==> config.mk <==
export PLATFORM = sky130hd
export DESIGN_NAME = bank_mapper_io_glue
export DESIGN_NICKNAME = d
export VERILOG_FILES = /design/src/design/bmig_pkg.sv /design/src/design/bmig_xlate.sv /design/src/design/bmig_io.sv /design/src/design/bank_mapper_io_glue.sv
export SDC_FILE = /design/constraint.sdc
export NUM_CORES = 1
export LEC_CHECK = 0
export ABC_AREA = 1
export BUFFER_PORTS_ARGS = -buffer_cell sky130_fd_sc_hd__buf_2
export CAP_MARGIN = 10
export CELL_PAD_IN_SITES_DETAIL_PLACEMENT = 1
export CELL_PAD_IN_SITES_GLOBAL_PLACEMENT = 2
export CORE_AREA = 2 2 151 153
export DETAILED_ROUTE_END_ITERATION = 8
export DIE_AREA = 0 0 153 155
export PLACE_DENSITY_LB_ADDON = 0.1
export RECOVER_POWER = 50
export SYNTH_ARGS = -nofsm -noshare
export SYNTH_HDL_FRONTEND = slang
export SYNTH_HIERARCHICAL = 1
export SYNTH_SLANG_ARGS = --single-unit
export TNS_END_PERCENT = 20
==> constraint.sdc <==
create_clock -name clk -period 12.3 [get_ports clk]
set_clock_uncertainty 0.05 [all_clocks]
set_input_delay 3.69 -clock clk [delete_from_list [all_inputs] [get_ports clk]]
set_output_delay 3.69 -clock clk [all_outputs]
set_load 0.01 [all_outputs]
==> src/design/bmig_pkg.sv <==
// ----------------------------------------------------------------------------
// bmig_pkg
// Shared types and codes of the bank mapper and I/O glue block.
// ----------------------------------------------------------------------------
package bmig_pkg;

  localparam logic [2:0] OP_MEM_RD = 3'd0;
  localparam logic [2:0] OP_MEM_WR = 3'd1;
  localparam logic [2:0] OP_IO_RD  = 3'd2;
  localparam logic [2:0] OP_IO_WR  = 3'd3;
  localparam logic [2:0] OP_TICK   = 3'd4;

  localparam logic [1:0] TGT_ROM  = 2'd0;
  localparam logic [1:0] TGT_RAM  = 2'd1;
  localparam logic [1:0] TGT_CARD = 2'd2;
  localparam logic [1:0] TGT_NONE = 2'd3;

  localparam logic [1:0] SEL_ROM  = 2'b00;
  localparam logic [1:0] SEL_RAM  = 2'b01;
  localparam logic [1:0] SEL_CARD = 2'b10;
  localparam logic [1:0] SEL_NONE = 2'b11;

  localparam logic [3:0] DEV_VIDEO  = 4'h0;
  localparam logic [3:0] DEV_BANK   = 4'h1;
  localparam logic [3:0] DEV_MISC   = 4'h3;
  localparam logic [3:0] DEV_PRINT  = 4'h4;
  localparam logic [3:0] DEV_IRQ_EN = 4'h6;
  localparam logic [3:0] DEV_POWER  = 4'h7;
  localparam logic [3:0] DEV_IRQ_ST = 4'h9;
  localparam logic [3:0] DEV_CARD   = 4'hA;
  localparam logic [3:0] DEV_KEYS   = 4'hB;
  localparam logic [3:0] DEV_UART   = 4'hC;

  localparam logic [3:0] KEY_LAST_ROW = 4'd9;

  localparam logic [1:0] CFG_ROM_MASK  = 2'd0;
  localparam logic [1:0] CFG_RAM_MASK  = 2'd1;
  localparam logic [1:0] CFG_CARD_SIZE = 2'd2;

  localparam logic [4:0]  ROM_MASK_RST  = 5'd15;
  localparam logic [2:0]  RAM_MASK_RST  = 3'd3;
  localparam logic [20:0] CARD_SIZE_RST = 21'd0;

  localparam logic [7:0] IRQ_STATUS_RST = 8'h0F;
  localparam logic [7:0] IRQ_KEY_BIT    = 8'h08;
  localparam logic [7:0] IRQ_MISC_BIT   = 8'h04;
  localparam logic [7:0] CARD_PRESENT   = 8'h20;
  localparam logic [7:0] CARD_ABSENT    = 8'hA0;
  localparam logic [7:0] BUS_IDLE       = 8'hFF;

  typedef struct packed {
    logic [2:0]  op;
    logic [15:0] addr;
    logic [7:0]  wdata;
    logic [7:0]  key_sense;
  } bmig_in_t;

  typedef struct packed {
    logic [1:0]  target;
    logic [19:0] phys_addr;
    logic [7:0]  read_data;
    logic        int_request;
    logic        power_off;
    logic [3:0]  video_base;
    logic [7:0]  printer_data;
  } bmig_out_t;

  typedef struct packed {
    logic [4:0]  rom_bank_mask;
    logic [2:0]  ram_bank_mask;
    logic [20:0] card_size;
  } bmig_cfg_t;

  typedef struct packed {
    logic       int_request;
    logic       power_off;
    logic [3:0] video_base;
    logic [7:0] printer_data;
  } bmig_stat_t;

endpackage

==> src/design/bmig_xlate.sv <==
// ----------------------------------------------------------------------------
// bmig_xlate
// Translates a CPU memory address through the selected bank register to a
// target region and a byte offset within it.
// ----------------------------------------------------------------------------
module bmig_xlate (
  input  logic              is_mem,
  input  logic              is_wr,
  input  logic [7:0]        bank,
  input  logic [13:0]       offset,
  input  logic              card_en,
  input  bmig_pkg::bmig_cfg_t cfg,
  output logic [1:0]        target,
  output logic [19:0]       phys_addr
);

  logic [19:0] card_addr;

  assign card_addr = {bank[5:0], offset};

  always_comb begin
    target    = bmig_pkg::TGT_NONE;
    phys_addr = 20'd0;
    if (is_mem) begin
      unique case (bank[7:6])
        bmig_pkg::SEL_ROM: begin
          if (!is_wr) begin
            target    = bmig_pkg::TGT_ROM;
            phys_addr = {1'b0, bank[4:0] & cfg.rom_bank_mask, offset};
          end
        end
        bmig_pkg::SEL_RAM: begin
          target    = bmig_pkg::TGT_RAM;
          phys_addr = {3'd0, bank[2:0] & cfg.ram_bank_mask, offset};
        end
        bmig_pkg::SEL_CARD: begin
          if (cfg.card_size != 21'd0 && card_en && {1'b0, card_addr} < cfg.card_size) begin
            target    = bmig_pkg::TGT_CARD;
            phys_addr = card_addr;
          end
        end
        bmig_pkg::SEL_NONE: begin
          target = bmig_pkg::TGT_NONE;
        end
        default: begin
          target = bmig_pkg::TGT_NONE;
        end
      endcase
    end
  end

endmodule

==> src/design/bmig_io.sv <==
// ----------------------------------------------------------------------------
// bmig_io
// I/O register file: bank, interrupt, misc, video, printer and power
// registers, with port decode for reads and writes and the tick effect.
// ----------------------------------------------------------------------------
module bmig_io (
  input  logic                 clk,
  input  logic                 rst_n,
  input  logic                 fire,
  input  bmig_pkg::bmig_in_t   item,
  input  logic [20:0]          card_size,
  output logic [7:0]           bank_sel,
  output logic                 card_en,
  output logic [7:0]           read_data,
  output bmig_pkg::bmig_stat_t stat
);

  logic [3:0][7:0] bank_r, bank_nxt;
  logic [7:0]      irq_status_r, irq_status_nxt;
  logic [3:0]      irq_enable_r, irq_enable_nxt;
  logic [1:0]      misc_r, misc_nxt;
  logic [3:0]      display_r, display_nxt;
  logic [7:0]      printer_r, printer_nxt;
  logic            power_r, power_nxt;

  logic [7:0] port;
  logic [3:0] dev;
  logic [1:0] bank_idx;
  logic       is_io;

  assign port     = item.addr[7:0];
  assign dev      = port[7:4];
  assign is_io    = (item.op == bmig_pkg::OP_IO_RD) || (item.op == bmig_pkg::OP_IO_WR);
  assign bank_idx = is_io ? port[1:0] : item.addr[15:14];
  assign bank_sel = bank_r[bank_idx];
  assign card_en  = misc_r[1];

  always_comb begin
    bank_nxt       = bank_r;
    irq_status_nxt = irq_status_r;
    irq_enable_nxt = irq_enable_r;
    misc_nxt       = misc_r;
    display_nxt    = display_r;
    printer_nxt    = printer_r;
    power_nxt      = power_r;
    read_data      = bmig_pkg::BUS_IDLE;
    if (item.op == bmig_pkg::OP_IO_RD) begin
      unique case (dev)
        bmig_pkg::DEV_BANK:   read_data = bank_sel;
        bmig_pkg::DEV_IRQ_ST: read_data = irq_status_r;
        bmig_pkg::DEV_CARD: begin
          read_data = (card_size == 21'd0) ? bmig_pkg::CARD_ABSENT : bmig_pkg::CARD_PRESENT;
        end
        bmig_pkg::DEV_KEYS: begin
          if (port[3:0] == bmig_pkg::KEY_LAST_ROW) begin
            irq_status_nxt = irq_status_r | bmig_pkg::IRQ_KEY_BIT;
          end
          read_data = (port[3:0] <= bmig_pkg::KEY_LAST_ROW) ? item.key_sense
                                                            : bmig_pkg::BUS_IDLE;
        end
        bmig_pkg::DEV_UART:   read_data = {7'd0, port[0]};
        default:              read_data = bmig_pkg::BUS_IDLE;
      endcase
    end else if (item.op == bmig_pkg::OP_IO_WR) begin
      unique case (dev)
        bmig_pkg::DEV_VIDEO:  display_nxt = item.wdata[7:4];
        bmig_pkg::DEV_BANK:   bank_nxt[port[1:0]] = item.wdata;
        bmig_pkg::DEV_MISC: begin
          if (misc_r[0] && !item.wdata[6]) begin
            irq_status_nxt = irq_status_r & ~bmig_pkg::IRQ_MISC_BIT;
          end
          misc_nxt = item.wdata[7:6];
        end
        bmig_pkg::DEV_PRINT:  printer_nxt = item.wdata;
        bmig_pkg::DEV_IRQ_EN: irq_enable_nxt = item.wdata[3:0];
        bmig_pkg::DEV_POWER: begin
          if (!item.wdata[0]) begin
            power_nxt = 1'b1;
          end
        end
        bmig_pkg::DEV_IRQ_ST: irq_status_nxt = irq_status_r | ~item.wdata;
        default:              power_nxt = power_r;
      endcase
    end else if (item.op == bmig_pkg::OP_TICK) begin
      irq_status_nxt = irq_status_r & ~bmig_pkg::IRQ_KEY_BIT;
    end
  end

  assign stat.int_request  = |(~irq_status_nxt[3:0] & irq_enable_nxt);
  assign stat.power_off    = power_nxt;
  assign stat.video_base   = display_nxt;
  assign stat.printer_data = printer_nxt;

  always_ff @(posedge clk) begin
    if (!rst_n) begin
      bank_r       <= '0;
      irq_status_r <= bmig_pkg::IRQ_STATUS_RST;
      irq_enable_r <= 4'd0;
      misc_r       <= 2'b11;
      display_r    <= 4'd0;
      printer_r    <= 8'd0;
      power_r      <= 1'b0;
    end else if (fire) begin
      bank_r       <= bank_nxt;
      irq_status_r <= irq_status_nxt;
      irq_enable_r <= irq_enable_nxt;
      misc_r       <= misc_nxt;
      display_r    <= display_nxt;
      printer_r    <= printer_nxt;
      power_r      <= power_nxt;
    end
  end

  a_power_sticky: assert property (@(posedge clk) disable iff (!rst_n)
    power_r |=> power_r)
    else $error("power down state was released without reset");

  a_hold_when_idle: assert property (@(posedge clk) disable iff (!rst_n)
    !fire |=> $stable(irq_status_r) && $stable(bank_r))
    else $error("register file changed without a transaction");

endmodule

==> src/design/bank_mapper_io_glue.sv <==
// An accepted transaction goes into the input register, then the result register.
// Throughput: one transaction per cycle when not stalled by out_ready; the
// input register drains into the result one whenever that is empty or being taken.
// Reset (synchronous, rst_n low) clears both stages and loads the reset values
// of the configuration and I/O registers; there is no clearing pass.
// ----------------------------------------------------------------------------
// bank_mapper_io_glue
// System glue: bank translation of memory accesses, I/O port registers and
// timer tick handling, with an input register and a result register.
// ----------------------------------------------------------------------------
module bank_mapper_io_glue (
  input  logic                clk,
  input  logic                rst_n,
  input  logic                in_valid,
  output logic                in_ready,
  input  bmig_pkg::bmig_in_t  in_data,
  output logic                out_valid,
  input  logic                out_ready,
  output bmig_pkg::bmig_out_t out_data,
  input  logic                cfg_valid,
  output logic                cfg_ready,
  input  logic [1:0]          cfg_index,
  input  logic [20:0]         cfg_data
);

  logic                 s1_valid_r;
  bmig_pkg::bmig_in_t   s1_data_r;
  logic                 out_valid_r;
  bmig_pkg::bmig_out_t  out_data_r, out_data_nxt;
  bmig_pkg::bmig_cfg_t  cfg_r;
  logic                 s1_adv;
  logic [7:0]           bank_sel;
  logic                 card_en;
  logic [7:0]           read_data;
  bmig_pkg::bmig_stat_t stat;
  logic [1:0]           target;
  logic [19:0]          phys_addr;
  logic                 is_mem;

  assign s1_adv    = s1_valid_r && (!out_valid_r || out_ready);
  assign in_ready  = !s1_valid_r || s1_adv;
  assign cfg_ready = 1'b1;
  assign is_mem    = (s1_data_r.op == bmig_pkg::OP_MEM_RD) ||
                     (s1_data_r.op == bmig_pkg::OP_MEM_WR);

  bmig_io u_io (
    .clk       (clk),
    .rst_n     (rst_n),
    .fire      (s1_adv),
    .item      (s1_data_r),
    .card_size (cfg_r.card_size),
    .bank_sel  (bank_sel),
    .card_en   (card_en),
    .read_data (read_data),
    .stat      (stat)
  );

  bmig_xlate u_xlate (
    .is_mem    (is_mem),
    .is_wr     (s1_data_r.op == bmig_pkg::OP_MEM_WR),
    .bank      (bank_sel),
    .offset    (s1_data_r.addr[13:0]),
    .card_en   (card_en),
    .cfg       (cfg_r),
    .target    (target),
    .phys_addr (phys_addr)
  );

  always_comb begin
    out_data_nxt.target       = target;
    out_data_nxt.phys_addr    = phys_addr;
    out_data_nxt.read_data    = read_data;
    out_data_nxt.int_request  = stat.int_request;
    out_data_nxt.power_off    = stat.power_off;
    out_data_nxt.video_base   = stat.video_base;
    out_data_nxt.printer_data = stat.printer_data;
  end

  always_ff @(posedge clk) begin
    if (!rst_n) begin
      s1_valid_r  <= 1'b0;
      out_valid_r <= 1'b0;
    end else begin
      if (in_ready) begin
        s1_valid_r <= in_valid;
      end
      if (s1_adv) begin
        out_valid_r <= 1'b1;
      end else if (out_ready) begin
        out_valid_r <= 1'b0;
      end
    end
    if (in_valid && in_ready) begin
      s1_data_r <= in_data;
    end
    if (s1_adv) begin
      out_data_r <= out_data_nxt;
    end
  end

  always_ff @(posedge clk) begin
    if (!rst_n) begin
      cfg_r.rom_bank_mask <= bmig_pkg::ROM_MASK_RST;
      cfg_r.ram_bank_mask <= bmig_pkg::RAM_MASK_RST;
      cfg_r.card_size     <= bmig_pkg::CARD_SIZE_RST;
    end else if (cfg_valid && cfg_ready) begin
      unique case (cfg_index)
        bmig_pkg::CFG_ROM_MASK:  cfg_r.rom_bank_mask <= cfg_data[4:0];
        bmig_pkg::CFG_RAM_MASK:  cfg_r.ram_bank_mask <= cfg_data[2:0];
        bmig_pkg::CFG_CARD_SIZE: cfg_r.card_size     <= cfg_data;
        default:                 cfg_r.card_size     <= cfg_r.card_size;
      endcase
    end
  end

  assign out_valid = out_valid_r;
  assign out_data  = out_data_r;

  a_accept_loads: assert property (@(posedge clk) disable iff (!rst_n)
    in_valid && in_ready |=> s1_valid_r)
    else $error("accepted transaction did not reach the input register");

  a_s1_hold: assert property (@(posedge clk) disable iff (!rst_n)
    s1_valid_r && !s1_adv |=> s1_valid_r && $stable(s1_data_r))
    else $error("stalled input register lost or changed its transaction");

  a_none_zero: assert property (@(posedge clk) disable iff (!rst_n)
    out_valid_r && out_data_r.target == bmig_pkg::TGT_NONE |-> out_data_r.phys_addr == 20'd0)
    else $error("offset is not zero for an untargeted result");

  a_adv_fills: assert property (@(posedge clk) disable iff (!rst_n)
    s1_adv |=> out_valid_r)
    else $error("result register not loaded after the input register drained");

endmodule

; Word-level counts from Yosys, hierarchy flattened
; Index checks and enable logic that the tools add are counted.
; W data, S select, Z words.
[totals]
ff_bits = 169
in_bits = 63
output_inout_bits = 47
[classes]
n_lt_le_gt_ge = 5
n_eq_ne = 19
muxes = 37
bitwise = 8
n_reduce_logical = 27
[ops]
columns = operator, n
row1 = $mux W8, 9
row2 = $pmux W20 S3, 1
row3 = $pmux W8 S5, 1
row4 = $mux W4, 9
row5 = $bwmux W32, 1
row6 = $logic_not A21 Y1, 1
row7 = $lt A20 B21 Y1, 1
row8 = $reduce_bool A21 Y1, 1
row9 = $eq A4 B4 Y1 const B, 5
row10 = $mux W20, 1
row11 = $mux W19, 1
row12 = $bmux W8 S2, 1
row13 = $demux W8 S2, 1
row14 = $pmux W8 S2, 1
row15 = $eq A4 B3 Y1 const B, 3
row16 = $not A8 Y8, 1
row17 = $or A8 B8 Y8, 1
row18 = $pmux W2 S4, 1
row19 = $reduce_and A4 Y1, 2
row20 = $mux W1, 7
row21 = $eq A2 B2 Y1 const B, 3
row22 = $eq A3 B2 Y1 const B, 2
row23 = $logic_and A1 B1 Y1, 6
row24 = $lt A2 B3 Y1 const B, 2
row25 = 23 further kinds, 34

; Logic depth before layout (Yosys ltp)
[depth]
ltp_word = 9
mapped_depth = 22
depth_no_buf = 20

; Hierarchy
; Netlist, hierarchy kept.
[by_module_without_submodules]
columns = mod, n_inst, cells_per_inst, area_per_inst_um2, seq_area_each_um2
row1 = bank_mapper_io_glue, 1, 272, 3648.5, 2992.9
row2 = bmig_io, 1, 530, 3350.7, 1181.1
row3 = bmig_xlate, 1, 213, 1104.8, 0.0

; Worst setup path after synthesis
; No wires, ideal clock.
[synth_timing]
kind = input port to output port
start = in out_ready
end = out in_ready
arrival_ps = 3894
path_slack_ps = 4666
cell_stages = 2
path_cell_list = inv_1 -> nand3_1
[synth_between]
elab_chain_len = 3
[synth_lines]
columns = item, line_no
row1 = start: declaration, bank_mapper_io_glue.sv:18  ; input logic out_ready,
row2 = $logic_or A1 B1 Y1, bank_mapper_io_glue.sv:40  ; assign s1_adv = s1_valid_r && (!out_valid_r || out_ready);
row3 = $logic_and A1 B1 Y1, bank_mapper_io_glue.sv:40
row4 = $logic_or A1 B1 Y1, bank_mapper_io_glue.sv:41  ; assign in_ready = !s1_valid_r || s1_adv;
row5 = end: declaration, bank_mapper_io_glue.sv:15  ; output logic in_ready,
; Every way passes these cells.

; Final worst setup path
; Ends and elaborated chain as after synthesis.

==> results.txt <==
Yosys top cell by area = edfxtp_1
pin count of the biggest net entering global routing = 57
clock power share = 0.411
Die X = 153 um
setup ws final = 4420 ps
Skew-Pair Late Insertion Delay = 440 ps
post-synthesis sequential area ratio = 0.515
Fin Hold WS = 414 ps
vias per cell = 4.82
dominant synthesized flop cell = dfxtp_1
crit path max-delay cell type = buf_2
clk sinks = 169
WL final = 23700 um
Seq pwr share = 0.481
Worst Path Max Fanout = 3
setup TNS = 0 ps
ant diodes = 0
post-CTS sizing = 0
unrepaired setup endpoints after global routing = no
Critical Path, Cell by Cell = buf_2 > inv_1 > nand3_1 > buf_2
Synth Register Bits = 169
IO Pins = 110
Final ANT Viol Nets = 0
Bufs on Longest Clock Path = 2
area of the mapped netlist = 0.00810 mm^2
TritonCTS Buffers = 17
Mapped Avg Cell Area = 7.98 um^2
Reg clk slew, reported paths = 70 ps
P_sw = 0.000369 W
DIE AREA = 0.0237 mm^2
# setup viols final = 0
most frequent cell after synthesis = nand2_1
failing checks = max-capacitance violations, max-slew violations
Cell variety after synth = 38
Die H = 155 um
Final Max Tran Viols = 119
switch share = 0.280
DR vias = 6820
Place WS = 4350 ps
largest vdd supply drop = 70.8 uV
Pwr per Cell Area = 140 mW/mm^2
filler cell count in the final layout = 2756
worst endpoint required time = 8560 ps
initial antenna violation count = 0
half-perimeter wire length after placement = 16900 um
top cells by area, synth = edfxtp_1 29%, dfxtp_1 22%, nand2_1 11%
Period Utilization, post-route = 0.641
share of Yosys cell area claimed by the top area cell type = 0.293
share of post-route cells with drive strength above 1 = 0.141
P_int = 0.000948 W
Post-synth top cells = 235 x nand2_1, 172 x nor2_1, 131 x inv_1
WL/cell = 16.7 um
Pleak = 4.26 nW
kind of critical path = input pin to output port
total power = 0.00132 W
number of cells produced by synthesis = 1015
Crit path buffers/inverters = 3
Post-CTS Setup Bufs = 0
outcome = finished, violations left
PortBufs = 108
Critical Path Start Type = input pin
Crit path largest cell delay = 170 ps
Initial Util = 0.365
GPL Wtd Cong = 0.812
Syn-to-layout area delta = 15.7%
slew of the pin with the lowest slew margin = 2700 ps
first-pass GRT wire length = 37500 um
GRT Residual Overflow = 0
DR pass1 iterations = 8
Cell Rows = 55
cts hold-fix bufs = 0
Synth async-reset ratio = 0
CP top delay family = buffers and inverters
nets = 1199
Gate power share = 0.108
CTS H-tree depth = 4
Post-synth EDFFs = 79
vias in the first global route = 6752
TritonCTS clock tree = built
Critical Path AT = 4140 ps
Max-cap violations = 3
Finished Core Util = 0.422
CP most frequent cell = buf_2
Worst Setup End Kind = output port
Final Hold Viols = 0
Fmax = 127 MHz
CTS Root Cell = clkbuf_16
worst hold path type = flop to flop
Syn Nets = 1097
residual DRC count = 0
yosys warns = 6
Initial DRC Count = 365
gr usage total = 0.204
Tmin final = 7880 ps
Placeable Area = 0.0222 mm^2
Slew HR = -0.799
logic make-up (layout without fill, tap and decap cells):
kind of cell    count (synthesis)  in the layout  share of synthesized area
compound gates                103            103                     0.0695
buf+inv                       178            293                     0.0902
flops                         169            169                      0.515
simple gates                  545            545                      0.296
other cells                     1              1                   0.000463
fa+ha+maj                      19             19                     0.0293
layer usage:
layer | track usage | wire length, um | up-vias
li1 | - | - | 3436
met5 | 0 | 0 | -
met3 | 0.0398 | 852 | 10
met4 | 0.0384 | 170 | 0
met2 | 0.320 | 10600 | 123
met1 | 0.297 | 12000 | 3251
registers in the layout (all words and copies together), names as in the netlist:
| name | count |
|---|---|
| out_data | 44 |
| s1_data_r | 35 |
| u_io/bank_r | 32 |
| cfg_r | 29 |
| u_io/irq_status_r | 8 |
| u_io/printer_r | 8 |
| u_io/display_r | 4 |
| u_io/irq_enable_r | 4 |
| u_io/misc_r | 2 |
| out_valid | 1 |
| s1_valid_r | 1 |
| u_io/power_r | 1 |
placed cells by master (no fill, tap or decap), types with 2 or more instances in the layout:
cell,instances
nor2_8,3
inv_2,7
clkinv_1,6
dfxtp_1,90
ha_1,19
nor2_4,3
o21ai_0,47
and2_1,6
inv_6,4
nor3_1,10
and2_0,2
edfxtp_1,79
clkbuf_16,17
nand4_1,13
a21oi_1,37
inv_1,137
o211ai_1,7
o21a_1,2
a32o_1,3
buf_4,2
inv_8,4
nand3_2,2
nand2_1,237
clkbuf_1,20
nand2_2,14
o21ai_1,4
nand3_1,74
clkinv_4,2
clkinvlp_4,2
nor2_2,3
nor2_1,174
buf_2,90
path summary, 6_finish.rpt:
check,startpoint,end,slack (ps),depth (start not counted)
worst min register to register,u_io/bank_r[29]$_SDFFE_PN0P_,u_io/bank_r[29]$_SDFFE_PN0P_,410,2
worst max-delay path,out_ready,in_ready,4420,4
worst min-delay path,u_io/bank_r[29]$_SDFFE_PN0P_,u_io/bank_r[29]$_SDFFE_PN0P_,410,2
worst max register to register,s1_data_r[16]$_DFFE_PP_,out_data[33]$_DFFE_PP_,7370,16
cell type report:
type | instances | area (um^2) | share of cell area
flip-flops and latches | 169 | 4170 | 0.445
multi-input cells | 668 | 3160 | 0.337
inverters | 149 | 559 | 0.0596
repair buffers | 112 | 541 | 0.0576
clock buffers | 17 | 425 | 0.0454
well taps | 285 | 357 | 0.0380
clock inverters | 15 | 163 | 0.0173
tightest hold or removal path: stages, from the launching register on:
cell and delay, ps:
dfxtp_1 310, nand2_1 60, a21oi_1 50
metrics by stage:
step	cells	instance area [um^2]
2_1_floorplan	1015	8100
3_3_place_gp	1383	8870
3_5_place_dp	1383	8870
4_1_cts	1415	9460
5_1_grt	1415	9380
6_report	1415	9380
power by group through the flow:
stage / registers [W] / logic (W) / clock network (W)
6_report: 0.000633 / 0.000142 / 0.000541
5_1_grt: 0.000636 / 0.000164 / 0.000579
4_1_cts: 0.000633 / 0.000147 / 0.000558
3_5_place_dp: 0.000646 / 0.000146 / 0
3_3_place_gp: 0.000646 / 0.000144 / 0
2_1_floorplan: 0.000641 / 0.0000972 / 0
Note: power is estimated with default switching activity, not from simulation.
